[src/rtl/ukbd_pkg.sv]
// ----------------------------------------------------------------------------
// UTF-8 keyboard byte decoder package
// Shared widths, the command that flows from the front end to the back end,
// and the small lookup functions for lead bytes.
// ----------------------------------------------------------------------------
package ukbd_pkg;

   localparam int KEY_WIDTH   = 16;
   localparam int CHAR_WIDTH  = 31;
   localparam int LEN_WIDTH   = 3;
   localparam int QUEUE_DEPTH = 4;

   localparam logic [CHAR_WIDTH-1:0] NBSP_CODE  = 31'h0000_00A0;
   localparam logic [CHAR_WIDTH-1:0] SPACE_CODE = 31'h0000_0020;

   // What the back end has to do with one accepted key code.
   typedef enum logic [1:0] {
      CMD_PASS,   // emit the key code unchanged
      CMD_LEAD,   // start a sequence, no result
      CMD_CONT,   // shift in six bits, emit on the final byte
      CMD_STRAY   // emit an invalid mark
   } cmd_kind_type;

   typedef struct packed {
      cmd_kind_type            kind;
      logic                    brk;         // a pending sequence was broken
      logic                    final_byte;  // continuation byte closes the sequence
      logic [LEN_WIDTH-1:0]    len;         // sequence length of a lead byte
      logic [KEY_WIDTH-1:0]    data;
   } cmd_type;

   // Number of leading ones of a lead byte in the range C0..FD.
   function automatic logic [LEN_WIDTH-1:0] lead_length(input logic [7:0] b);
      logic [LEN_WIDTH-1:0] n;
      if (!b[5]) begin
         n = 3'd2;
      end else if (!b[4]) begin
         n = 3'd3;
      end else if (!b[3]) begin
         n = 3'd4;
      end else if (!b[2]) begin
         n = 3'd5;
      end else begin
         n = 3'd6;
      end
      return n;
   endfunction

   // Payload bits that a lead byte contributes to the code point.
   function automatic logic [CHAR_WIDTH-1:0] lead_bits(input logic [7:0] b,
                                                        input logic [LEN_WIDTH-1:0] n);
      logic [CHAR_WIDTH-1:0] v;
      case (n)
         3'd2:    v = {26'd0, b[4:0]};
         3'd3:    v = {27'd0, b[3:0]};
         3'd4:    v = {28'd0, b[2:0]};
         3'd5:    v = {29'd0, b[1:0]};
         default: v = {30'd0, b[0]};
      endcase
      return v;
   endfunction

   // Smallest code point that is not overlong for a sequence length.
   function automatic logic [CHAR_WIDTH-1:0] min_for_len(input logic [LEN_WIDTH-1:0] n);
      logic [CHAR_WIDTH-1:0] v;
      case (n)
         3'd2:    v = 31'h0000_0080;
         3'd3:    v = 31'h0000_0800;
         3'd4:    v = 31'h0001_0000;
         3'd5:    v = 31'h0020_0000;
         3'd6:    v = 31'h0400_0000;
         default: v = '0;
      endcase
      return v;
   endfunction

endpackage

[src/rtl/ukbd_front.sv]
// ----------------------------------------------------------------------------
// UTF-8 keyboard byte decoder front end
// Accepts key codes, tracks how many continuation bytes are still expected
// and turns each key code into one command for the back end.
// ----------------------------------------------------------------------------
module ukbd_front (
   input  logic                             clock,
   input  logic                             reset,
   input  logic                             req_valid,
   output logic                             req_ready,
   input  logic [ukbd_pkg::KEY_WIDTH-1:0]   req_key_code,
   input  logic                             csr_write_enable,
   input  logic                             csr_write_data,
   input  logic                             queue_full,
   output logic                             push_valid,
   output ukbd_pkg::cmd_type                push_cmd
);

   logic                              enable_ff, enable_in;
   logic [ukbd_pkg::LEN_WIDTH-1:0]    remaining_ff, remaining_in;
   logic                              is_byte;
   logic                              is_cont;
   logic [ukbd_pkg::LEN_WIDTH-1:0]    len;

   assign req_ready  = !queue_full;
   assign push_valid = req_valid && req_ready;

   assign is_byte = (req_key_code[ukbd_pkg::KEY_WIDTH-1:8] == '0);
   assign is_cont = enable_ff && is_byte && (req_key_code[7:6] == 2'b10);
   assign len     = ukbd_pkg::lead_length(req_key_code[7:0]);

   always_comb begin
      enable_in           = csr_write_enable ? csr_write_data : enable_ff;
      remaining_in        = remaining_ff;
      push_cmd.kind       = ukbd_pkg::CMD_PASS;
      push_cmd.brk        = 1'b0;
      push_cmd.final_byte = 1'b0;
      push_cmd.len        = len;
      push_cmd.data       = req_key_code;

      if ((remaining_ff != '0) && is_cont) begin
         push_cmd.kind       = ukbd_pkg::CMD_CONT;
         push_cmd.final_byte = (remaining_ff == 3'd1);
         remaining_in        = remaining_ff - 3'd1;
      end else begin
         push_cmd.brk = (remaining_ff != '0);
         remaining_in = '0;
         if (!is_byte || !enable_ff || !req_key_code[7]) begin
            push_cmd.kind = ukbd_pkg::CMD_PASS;
         end else if ((req_key_code[7:6] == 2'b11) && (req_key_code[7:1] != 7'h7F)) begin
            push_cmd.kind = ukbd_pkg::CMD_LEAD;
            remaining_in  = len - 3'd1;
         end else begin
            push_cmd.kind = ukbd_pkg::CMD_STRAY;
         end
      end
   end

   always_ff @(posedge clock) begin
      if (reset) begin
         enable_ff    <= 1'b1;
         remaining_ff <= '0;
      end else begin
         enable_ff <= enable_in;
         if (push_valid) begin
            remaining_ff <= remaining_in;
         end
      end
   end

endmodule

[src/rtl/ukbd_queue.sv]
// ----------------------------------------------------------------------------
// UTF-8 keyboard byte decoder command queue
// A short first-in first-out store of commands between front and back end.
// ----------------------------------------------------------------------------
module ukbd_queue #(
   parameter int DEPTH = ukbd_pkg::QUEUE_DEPTH
) (
   input  logic               clock,
   input  logic               reset,
   input  logic               push_valid,
   input  ukbd_pkg::cmd_type  push_cmd,
   output logic               queue_full,
   input  logic               pop,
   output logic               head_valid,
   output ukbd_pkg::cmd_type  head_cmd
);

   localparam int PTR_WIDTH = (DEPTH > 1) ? $clog2(DEPTH) : 1;
   localparam int CNT_WIDTH = $clog2(DEPTH + 1);

   ukbd_pkg::cmd_type       mem [DEPTH];
   logic [PTR_WIDTH-1:0]    wr_ptr_ff, wr_ptr_in;
   logic [PTR_WIDTH-1:0]    rd_ptr_ff, rd_ptr_in;
   logic [CNT_WIDTH-1:0]    count_ff, count_in;
   logic                    do_push;
   logic                    do_pop;

   assign queue_full = (count_ff == CNT_WIDTH'(DEPTH));
   assign head_valid = (count_ff != '0);
   assign head_cmd   = mem[rd_ptr_ff];
   assign do_push    = push_valid && !queue_full;
   assign do_pop     = pop && head_valid;

   always_comb begin
      wr_ptr_in = wr_ptr_ff;
      rd_ptr_in = rd_ptr_ff;
      if (do_push) begin
         wr_ptr_in = (wr_ptr_ff == PTR_WIDTH'(DEPTH - 1)) ? '0 : wr_ptr_ff + PTR_WIDTH'(1);
      end
      if (do_pop) begin
         rd_ptr_in = (rd_ptr_ff == PTR_WIDTH'(DEPTH - 1)) ? '0 : rd_ptr_ff + PTR_WIDTH'(1);
      end
      count_in = count_ff + CNT_WIDTH'(do_push) - CNT_WIDTH'(do_pop);
   end

   always_ff @(posedge clock) begin
      if (do_push) begin
         mem[wr_ptr_ff] <= push_cmd;
      end
   end

   always_ff @(posedge clock) begin
      if (reset) begin
         wr_ptr_ff <= '0;
         rd_ptr_ff <= '0;
         count_ff  <= '0;
      end else begin
         wr_ptr_ff <= wr_ptr_in;
         rd_ptr_ff <= rd_ptr_in;
         count_ff  <= count_in;
      end
   end

endmodule

[src/rtl/ukbd_back.sv]
// ----------------------------------------------------------------------------
// UTF-8 keyboard byte decoder back end
// Carries out commands: assembles code points, checks for overlong values
// and drives the result register.
// ----------------------------------------------------------------------------
module ukbd_back (
   input  logic                               clock,
   input  logic                               reset,
   input  logic                               head_valid,
   input  ukbd_pkg::cmd_type                  head_cmd,
   output logic                               pop,
   output logic                               rsp_valid,
   input  logic                               rsp_ready,
   output logic [ukbd_pkg::CHAR_WIDTH-1:0]    rsp_char_value,
   output logic                               rsp_invalid,
   output logic                               rsp_last
);

   localparam int CW = ukbd_pkg::CHAR_WIDTH;

   logic            rsp_valid_ff, rsp_valid_in;
   logic [CW-1:0]   rsp_char_value_ff, rsp_char_value_in;
   logic            rsp_invalid_ff, rsp_invalid_in;
   logic            rsp_last_ff, rsp_last_in;
   logic            phase_ff, phase_in;
   logic [CW-1:0]   acc_ff, acc_in;
   logic [CW-1:0]   min_ff, min_in;
   logic            load_ok;
   logic            step;
   logic            emit;
   logic [CW-1:0]   acc_shift;
   logic [CW-1:0]   lead_acc;
   logic [CW-1:0]   lead_min;

   assign load_ok   = !rsp_valid_ff || rsp_ready;
   assign step      = head_valid && load_ok;
   assign acc_shift = {acc_ff[CW-7:0], head_cmd.data[5:0]};
   assign lead_acc  = ukbd_pkg::lead_bits(head_cmd.data[7:0], head_cmd.len);
   assign lead_min  = ukbd_pkg::min_for_len(head_cmd.len);

   always_comb begin
      emit              = 1'b0;
      pop               = 1'b0;
      rsp_char_value_in = '0;
      rsp_invalid_in    = 1'b0;
      rsp_last_in       = 1'b1;
      phase_in          = phase_ff;
      acc_in            = acc_ff;
      min_in            = min_ff;

      if (step) begin
         if (head_cmd.brk && !phase_ff) begin
            // The broken sequence is reported first.
            emit           = 1'b1;
            rsp_invalid_in = 1'b1;
            if (head_cmd.kind == ukbd_pkg::CMD_LEAD) begin
               pop    = 1'b1;
               acc_in = lead_acc;
               min_in = lead_min;
            end else begin
               rsp_last_in = 1'b0;
               phase_in    = 1'b1;
            end
         end else begin
            pop      = 1'b1;
            phase_in = 1'b0;
            case (head_cmd.kind)
               ukbd_pkg::CMD_PASS: begin
                  emit              = 1'b1;
                  rsp_char_value_in = CW'(head_cmd.data);
               end
               ukbd_pkg::CMD_LEAD: begin
                  acc_in = lead_acc;
                  min_in = lead_min;
               end
               ukbd_pkg::CMD_CONT: begin
                  acc_in = acc_shift;
                  if (head_cmd.final_byte) begin
                     emit = 1'b1;
                     if (acc_shift < min_ff) begin
                        rsp_invalid_in = 1'b1;
                     end else if (acc_shift == ukbd_pkg::NBSP_CODE) begin
                        rsp_char_value_in = ukbd_pkg::SPACE_CODE;
                     end else begin
                        rsp_char_value_in = acc_shift;
                     end
                  end
               end
               default: begin
                  emit           = 1'b1;
                  rsp_invalid_in = 1'b1;
               end
            endcase
         end
      end

      rsp_valid_in = load_ok ? (step && emit) : rsp_valid_ff;
   end

   always_ff @(posedge clock) begin
      if (reset) begin
         rsp_valid_ff <= 1'b0;
         phase_ff     <= 1'b0;
         acc_ff       <= '0;
         min_ff       <= '0;
      end else begin
         rsp_valid_ff <= rsp_valid_in;
         phase_ff     <= phase_in;
         acc_ff       <= acc_in;
         min_ff       <= min_in;
      end
   end

   always_ff @(posedge clock) begin
      if (step && emit) begin
         rsp_char_value_ff <= rsp_char_value_in;
         rsp_invalid_ff    <= rsp_invalid_in;
         rsp_last_ff       <= rsp_last_in;
      end
   end

   assign rsp_valid      = rsp_valid_ff;
   assign rsp_char_value = rsp_char_value_ff;
   assign rsp_invalid    = rsp_invalid_ff;
   assign rsp_last       = rsp_last_ff;

`ifndef SYNTHESIS
   a_invalid_zero: assert property (@(posedge clock) disable iff (reset)
      rsp_valid_ff && rsp_invalid_ff |-> rsp_char_value_ff == '0)
      else $error("invalid result carries a nonzero character value");

   a_phase_head: assert property (@(posedge clock) disable iff (reset)
      phase_ff |-> head_valid && head_cmd.brk && head_cmd.kind != ukbd_pkg::CMD_LEAD)
      else $error("second half of a broken sequence without a matching command");

   a_phase_first: assert property (@(posedge clock) disable iff (reset)
      $rose(phase_ff) |-> rsp_valid_ff && rsp_invalid_ff && !rsp_last_ff)
      else $error("broken sequence mark not held as a non-final invalid result");
`endif

endmodule

[src/rtl/utf8_keyboard_byte_decoder.sv]
// ----------------------------------------------------------------------------
// UTF-8 keyboard byte decoder
// Turns a stream of keyboard key codes into code points, decoding UTF-8
// sequences of up to six bytes when decoding is enabled.
// ----------------------------------------------------------------------------
//
//   Channel  Direction  Handshake                      Payload
//   req      in         req_valid / req_ready          req_key_code
//   rsp      out        rsp_valid / rsp_ready          rsp_char_value, rsp_invalid,
//                                                      rsp_last
//   csr      in         csr_write_enable (no stall)    csr_write_data
//
// A key code transfer is taken in every cycle while the command queue has room.
// A key code that breaks a pending sequence without being a lead byte itself
// gives two results, the invalid mark for the break first and then its own
// (the worst case). rsp_valid is fed through the queue and the result register.
// Reset clears the decode state and the queue and turns decoding on.
// A stalled result channel fills the queue, after which req_ready drops.
//
// The front end classifies each key code against the count of continuation
// bytes still expected and pushes one command into the queue. The back end owns
// the accumulator and the overlong bound, executes the commands in order and
// holds each result in an output register, so the two sides stall separately.
module utf8_keyboard_byte_decoder #(
   parameter int QUEUE_DEPTH = ukbd_pkg::QUEUE_DEPTH
) (
   input  logic                              clock,
   input  logic                              reset,
   input  logic                              req_valid,
   output logic                              req_ready,
   input  logic [ukbd_pkg::KEY_WIDTH-1:0]    req_key_code,
   output logic                              rsp_valid,
   input  logic                              rsp_ready,
   output logic [ukbd_pkg::CHAR_WIDTH-1:0]   rsp_char_value,
   output logic                              rsp_invalid,
   output logic                              rsp_last,
   input  logic                              csr_write_enable,
   input  logic                              csr_write_data
);

   logic               push_valid;
   ukbd_pkg::cmd_type  push_cmd;
   logic               queue_full;
   logic               pop;
   logic               head_valid;
   ukbd_pkg::cmd_type  head_cmd;

   // Front end: handshake, enable register and sequence length tracking.
   ukbd_front u_front (
      .clock            (clock),
      .reset            (reset),
      .req_valid        (req_valid),
      .req_ready        (req_ready),
      .req_key_code     (req_key_code),
      .csr_write_enable (csr_write_enable),
      .csr_write_data   (csr_write_data),
      .queue_full       (queue_full),
      .push_valid       (push_valid),
      .push_cmd         (push_cmd)
   );

   // Commands wait here while the result side is stalled.
   ukbd_queue #(
      .DEPTH (QUEUE_DEPTH)
   ) u_queue (
      .clock      (clock),
      .reset      (reset),
      .push_valid (push_valid),
      .push_cmd   (push_cmd),
      .queue_full (queue_full),
      .pop        (pop),
      .head_valid (head_valid),
      .head_cmd   (head_cmd)
   );

   // Back end: code point assembly and the result register.
   ukbd_back u_back (
      .clock          (clock),
      .reset          (reset),
      .head_valid     (head_valid),
      .head_cmd       (head_cmd),
      .pop            (pop),
      .rsp_valid      (rsp_valid),
      .rsp_ready      (rsp_ready),
      .rsp_char_value (rsp_char_value),
      .rsp_invalid    (rsp_invalid),
      .rsp_last       (rsp_last)
   );

endmodule

[config.mk]
export PLATFORM = sky130hd
export DESIGN_NAME = utf8_keyboard_byte_decoder
export DESIGN_NICKNAME = d
export VERILOG_FILES = /design/src/rtl/ukbd_pkg.sv /design/src/rtl/ukbd_front.sv /design/src/rtl/ukbd_queue.sv /design/src/rtl/ukbd_back.sv /design/src/rtl/utf8_keyboard_byte_decoder.sv
export SDC_FILE = /design/constraint.sdc
export NUM_CORES = 1
export LEC_CHECK = 0
export BUFFER_PORTS_ARGS = -buffer_cell sky130_fd_sc_hd__buf_2
export CORE_MARGIN = 4
export CORE_UTILIZATION = 30
export DETAILED_ROUTE_END_ITERATION = 8
export GPL_TIMING_DRIVEN = 0
export PLACE_DENSITY_LB_ADDON = 0.1
export SLEW_MARGIN = 20
export SYNTH_ARGS = -nofsm -noshare
export SYNTH_HDL_FRONTEND = slang
export SYNTH_SLANG_ARGS = --single-unit
export TNS_END_PERCENT = 100
[constraint.sdc]
create_clock -name clock -period 4 [get_ports clock]
set_clock_uncertainty 0.05 [all_clocks]
set_input_delay 1.2 -clock clock [delete_from_list [all_inputs] [get_ports clock]]
set_output_delay 1.2 -clock clock [all_outputs]
set_load 0.005 [all_outputs]
# [After elaboration in Yosys (flattened, before gate mapping)]
# Memory sizes are Yosys's and may differ from the RTL's. A register that Yosys moved wholly into a read port is not among the register bits.
# Cells that the tools add are included.
[word_totals] register_bits=102 ram_bits=92 output_inout_bits=35 word_cells=107 mem_count=1
[classes] addsub=6 magnitude_cmp=1 eq_ne=17 n_mux=40 bitwise_logic=1 n_reduce_logical=29
[memory_table] memory="u_queue.mem" words=4 word_bits=23 rd=1 rd_clocked_by_memory_dff=1 wr=1 line="ukbd_queue.sv:21" text="ukbd_pkg::cmd_type mem [DEPTH];"
[ops] cell="one-hot mux 27 bit (5 select lines)" count=1
[ops] cell="two-way mux 31 bit" count=3
[ops] cell="one-hot mux 31 bit (2 select lines)" count=1
[ops] cell="two-way mux 25 bit" count=2
[ops] cell="one-hot mux 25 bit (2 select lines)" count=1
[ops] cell="== test 31 x 8 -> 1 bit, second input constant" count=1
[ops] cell="less-than comparator 31 bit" count=1
[ops] cell="one-hot mux 5 bit (4 select lines)" count=1
[ops] cell="two-way mux 3 bit" count=6
[ops] cell="two-way mux 2 bit" count=8
[ops] cell="two-way mux 1 bit" count=15
[ops] cell="== test 3 bit, second input constant" count=4
[ops] cell="== test 2 bit, second input constant" count=5
[ops] cell="logical AND 1 bit" count=10
[ops] cell="zero test 8 bit" count=1
[ops] cell="inequality test 7 bit, second input constant" count=1
[ops] cell="== test 3 x 2 -> 1 bit, second input constant" count=2
[ops] cell="zero test 1 bit" count=6
[ops] cell="nonzero test 3 bit" count=2
[ops] cell="subtractor 3 x 1 -> 3 bit, second input constant" count=2
[ops] cell="adder 2 x 1 -> 2 bit, second input constant" count=2
[ops] cell="inequality test 2 bit, second input constant" count=2
[ops] cell="one-hot mux 1 bit (2 select lines)" count=2
[ops] cell="AND reduction 2 bit" count=2
[ops] cell="10 further kinds" count=13

# [Depth between registers and ports, before layout]
[logic_depth] word_depth=8 depth_mapped=15 ltp_nobuf=11

# [Cells and area by module]
# From an unflattened synthesis, not the netlist that was laid out.
[hier_totals] cells_unflattened=545 hier_area_um2=7264.5
[modules_own_cells] mod="ukbd_queue" n_inst=1 cells_per_inst=171 area_each_um2=3801.1 seq_area_each_um2=2942.8
[modules_own_cells] mod="ukbd_back" n_inst=1 cells_per_inst=301 area_each_um2=2902.8 seq_area_each_um2=1631.6
[modules_own_cells] mod="ukbd_front" n_inst=1 cells_per_inst=73 area_each_um2=560.5 seq_area_each_um2=80.1

# [Worst setup path after synthesis]
# OpenSTA, ideal clock, no wires.
[synth_path] kind="register -> register" from="reg (tool-made name)" to="reg u_queue.count_ff[1]" arrival_ns=3.400 required_time_ns=3.828 path_slack_ns=0.428 path_stages_with_launch=15 n_path_buf=4 cell_sequence="dfxtp_1 buf_2 buf_2 buf_2 mux4_2 inv_1 ha_1 clkbuf_1 nor2_1 nor2b_1 ha_1 inv_1 ha_1 fa_1 nor2b_1"
[synth_lines] element="end signal, assigned" line="ukbd_queue.sv:60" text="count_ff <= count_in;"
[synth_lines] element="end, declared" line="ukbd_queue.sv:24" text="logic [CNT_WIDTH-1:0] count_ff, count_in;"

==> flow_metrics.tcl <==
set metrics [dict create \
    status "completed" \
    post_drt_wl_per_cell_um 18.5 \
    ioPinCount 57 \
    synth.net_count 521 \
    tightest_slew_margin_relative_to_the_limit 0.420 \
    setup_viol_count_final 0 \
    drt_iter0_drc 293 \
    slowest_stage "mux4_2" \
    worst-endpoint-required_ns 4.00 \
    clock_sink_count 170 \
    yosysTopAreaCellShare 0.543 \
    area_growth_pct 17.3 \
    drc 0 \
    worst-setup-path-type "flip-flop to flip-flop" \
    fp.dieArea_mm2 0.0255 \
    postSynth.asyncResetShare 0 \
    yosysSeqAreaShare 0.674 \
    place.gp.congestion 0.760 \
    drv_slew 0 \
    synth-seq-cells 170 \
    grt_start_max_net_pins 34 \
    postLayoutSetupSlackWorst_ns 0.333 \
    crit_path_buffers_inverters 6 \
    clock.fmax_ghz 0.273 \
    critical_path.startpoint_type "flip-flop" \
    timing.critical_path.to_type "flip-flop" \
    netlist_area_mm2 0.00691 \
    post-route-period-util 0.917 \
    drive_above_1_share 0.224 \
    total_clock_buffers_created_by_cts 17 \
    tritoncts "built" \
    post-synth-top-count-cell "edfxtp_1" \
    power.leakage_uw 0.00287 \
    htreeDepth 4 \
    std_cell_rows 55 \
    fp.dieH_um 160 \
    place_ws_ns -0.490 \
    clock_pin_slew_on_the_worst_setup_and_hold_paths_ns 0.06 \
    timing.critical_path.fanout_max 33 \
    pwr_dens_mw_per_mm2 694 \
    drt_first_pass_iters 4 \
    clk_root_buffer_cell "clkbuf_16" \
    synth.distinct_cells 48 \
    cts_max_path_buffers 2 \
    synthTopCellsByArea "edfxtp_1 (54%), dfxtp_1 (13%), mux4_2 (7.2%)" \
    synth_top_cell_by_area "edfxtp_1" \
    hold_violations 0 \
    number_of_enable_type_register_cells_in_the_synthesized_netlist 125 \
    vias 4089 \
    num-nets-final 594 \
    design_power_total_uw 5630 \
    chipWidth_um 160 \
    post-dp-hpwl_um 11000 \
    hp-class "flip-flop to flip-flop" \
    ctsResizeCount 5 \
    unrepaired_setup_endpoints_after_global_routing "false" \
    dominantRegCellSynth "edfxtp_1" \
    final_area_mm2 0.00810 \
    cts_setup_buffers 0 \
    grt_pass1_wl_um 24900 \
    grt-ovfl-total 0 \
    synthesis.instances 480 \
    critical-path-max-stage-delay_ns 0.58 \
    vias_per_cell 4.80 \
    initial_utilization 0.305 \
    synth.cells.most_frequent "edfxtp_1 (125), nor2_1 (57), dfxtp_1 (45), a22oi_1 (23), mux4_2 (22)" \
    worst_ir_drop_on_vdd_mv 0.216 \
    fp.coreArea_mm2 0.0226 \
    ctsHoldBuffers 0 \
    crit_family "buffers and inverters" \
    placement.io_buffers 55 \
    crit_path_cells "clkbuf_4 > buf_6 > buf_4 > mux4_2 > inv_1 > ha_1 > clkbuf_1 > o211ai_1 > nand2_1 > o21ai_0 > inv_2" \
    worstSkewPairLatency_ns 0.43 \
    grt_antenna_before_repair 0 \
    grt.total_usage 0.127 \
    cp.arrival_ns 3.67 \
    syn_area_per_cell_um2 14.4 \
    postRouteAntennaNets 0 \
    number_of_global_route_vias_before_repair 4249 \
    timing.max_cap.violations 0 \
    postPlaceCellArea_mm2 0.00755 \
    worstMarginPinSlew_ns 0.865 \
    diode_insertion_count_for_antenna_repair 0 \
    routed_wirelength_um 15700 \
    yosysWarnings 0 \
    final.min_clock_period_ns 3.67 \
]
layout by cell type (no fill, tap or decap), types with 7 or more instances in the layout:
cell type    n
edfxtp_1   125
buf_2       59
nor2_1      57
dfxtp_1     45
a22oi_1     23
mux4_2      22
inv_1       18
ha_1        18
nand2_1     17
clkbuf_16   17
and2_1      15
clkbuf_1    14
a21oi_1     10
a32oi_1     10
nand3_1      8
nor2b_1      8
nor3b_1      8
nand2b_1     7
o21ai_0      7
tightest hold or removal path, delay by kind of cell (launching register included):
kind               cells  cell delay [ns]
AOI/OAI and AO/OA      1             0.05
DFF                    1             0.32
and+or+nand+nor        1             0.06
flip-flops by register name (all words and copies together), names as in the netlist, 2 cells and up, named ones only:
name and flops:
u_back.min_ff 5, u_queue.wr_ptr_ff 2, u_queue.rd_ptr_ff 2, u_front.remaining_ff 3, u_back.rsp_char_value 31, u_back.acc_ff 25
u_queue.mem 92, u_queue.count_ff 3
cells by family (layout without fill, tap and decap cells):
| logic type | after synthesis | count (layout) | synth area share |
|---|---|---|---|
| buffers and inverters | 44 | 130 | 0.0261 |
| DFF | 170 | 170 | 0.674 |
| adders and majority gates | 19 | 19 | 0.0355 |
| muxes | 28 | 28 | 0.0806 |
| xor gates and xnor gates | 3 | 3 | 0.00380 |
| and+or+nand+nor | 148 | 148 | 0.109 |
| AOI/OAI and AO/OA | 68 | 68 | 0.0717 |
final timing paths:
check / startpoint / end / slack [ns] / depth (start not counted)
setup reg to reg: flip-flop / u_back.rsp_char_value[8]$_SDFFCE_PP0P_ / 0.33 / 11
setup / recovery: flip-flop / u_back.rsp_char_value[8]$_SDFFCE_PP0P_ / 0.33 / 11
hold reg to reg: u_back.min_ff[7]$_SDFFE_PP0P_ / u_back.min_ff[7]$_SDFFE_PP0P_ / 0.42 / 2
hold / removal: u_back.min_ff[7]$_SDFFE_PP0P_ / u_back.min_ff[7]$_SDFFE_PP0P_ / 0.42 / 2
area by class of cell:
cell class | instances | area, um2
buffer | 23 | 118
tap | 285 | 357
clock buffer | 17 | 425
clock inverter | 15 | 115
sequential | 170 | 4650
inverter | 20 | 75.1
fill | 2190 | 14500
timing repair buffer | 55 | 275
multi-input combinational | 266 | 2080
metal layers:
metal,up-vias,global-route usage,part of all wire
li1,1968,-,-
met1,2036,0.162,0.45
met2,66,0.215,0.50
met3,19,0.0276,0.039
met4,0,0.0458,0.019
met5,-,0,0
report_power, final:
group	leakage [uW]	switching, uW	internal [uW]
Combinational	0.00106	1060	620
Clock	0.000268	712	807
Sequential	0.00154	118	2310
Total	0.00287	1890	3740
through the flow:
stage	TNS, ns	std cells	hold slack, ns	utilization
6_report	0	851	0.423	0.358
5_1_grt	0	851	0.440	0.358
4_1_cts	0	852	0.430	0.358
3_5_place_dp	-19.12	820	0.410	0.333
3_3_place_gp	-31.47	820	0.408	0.333
2_1_floorplan	0	480	0.387	-
Note: power is estimated with default switching activity, not from simulation.
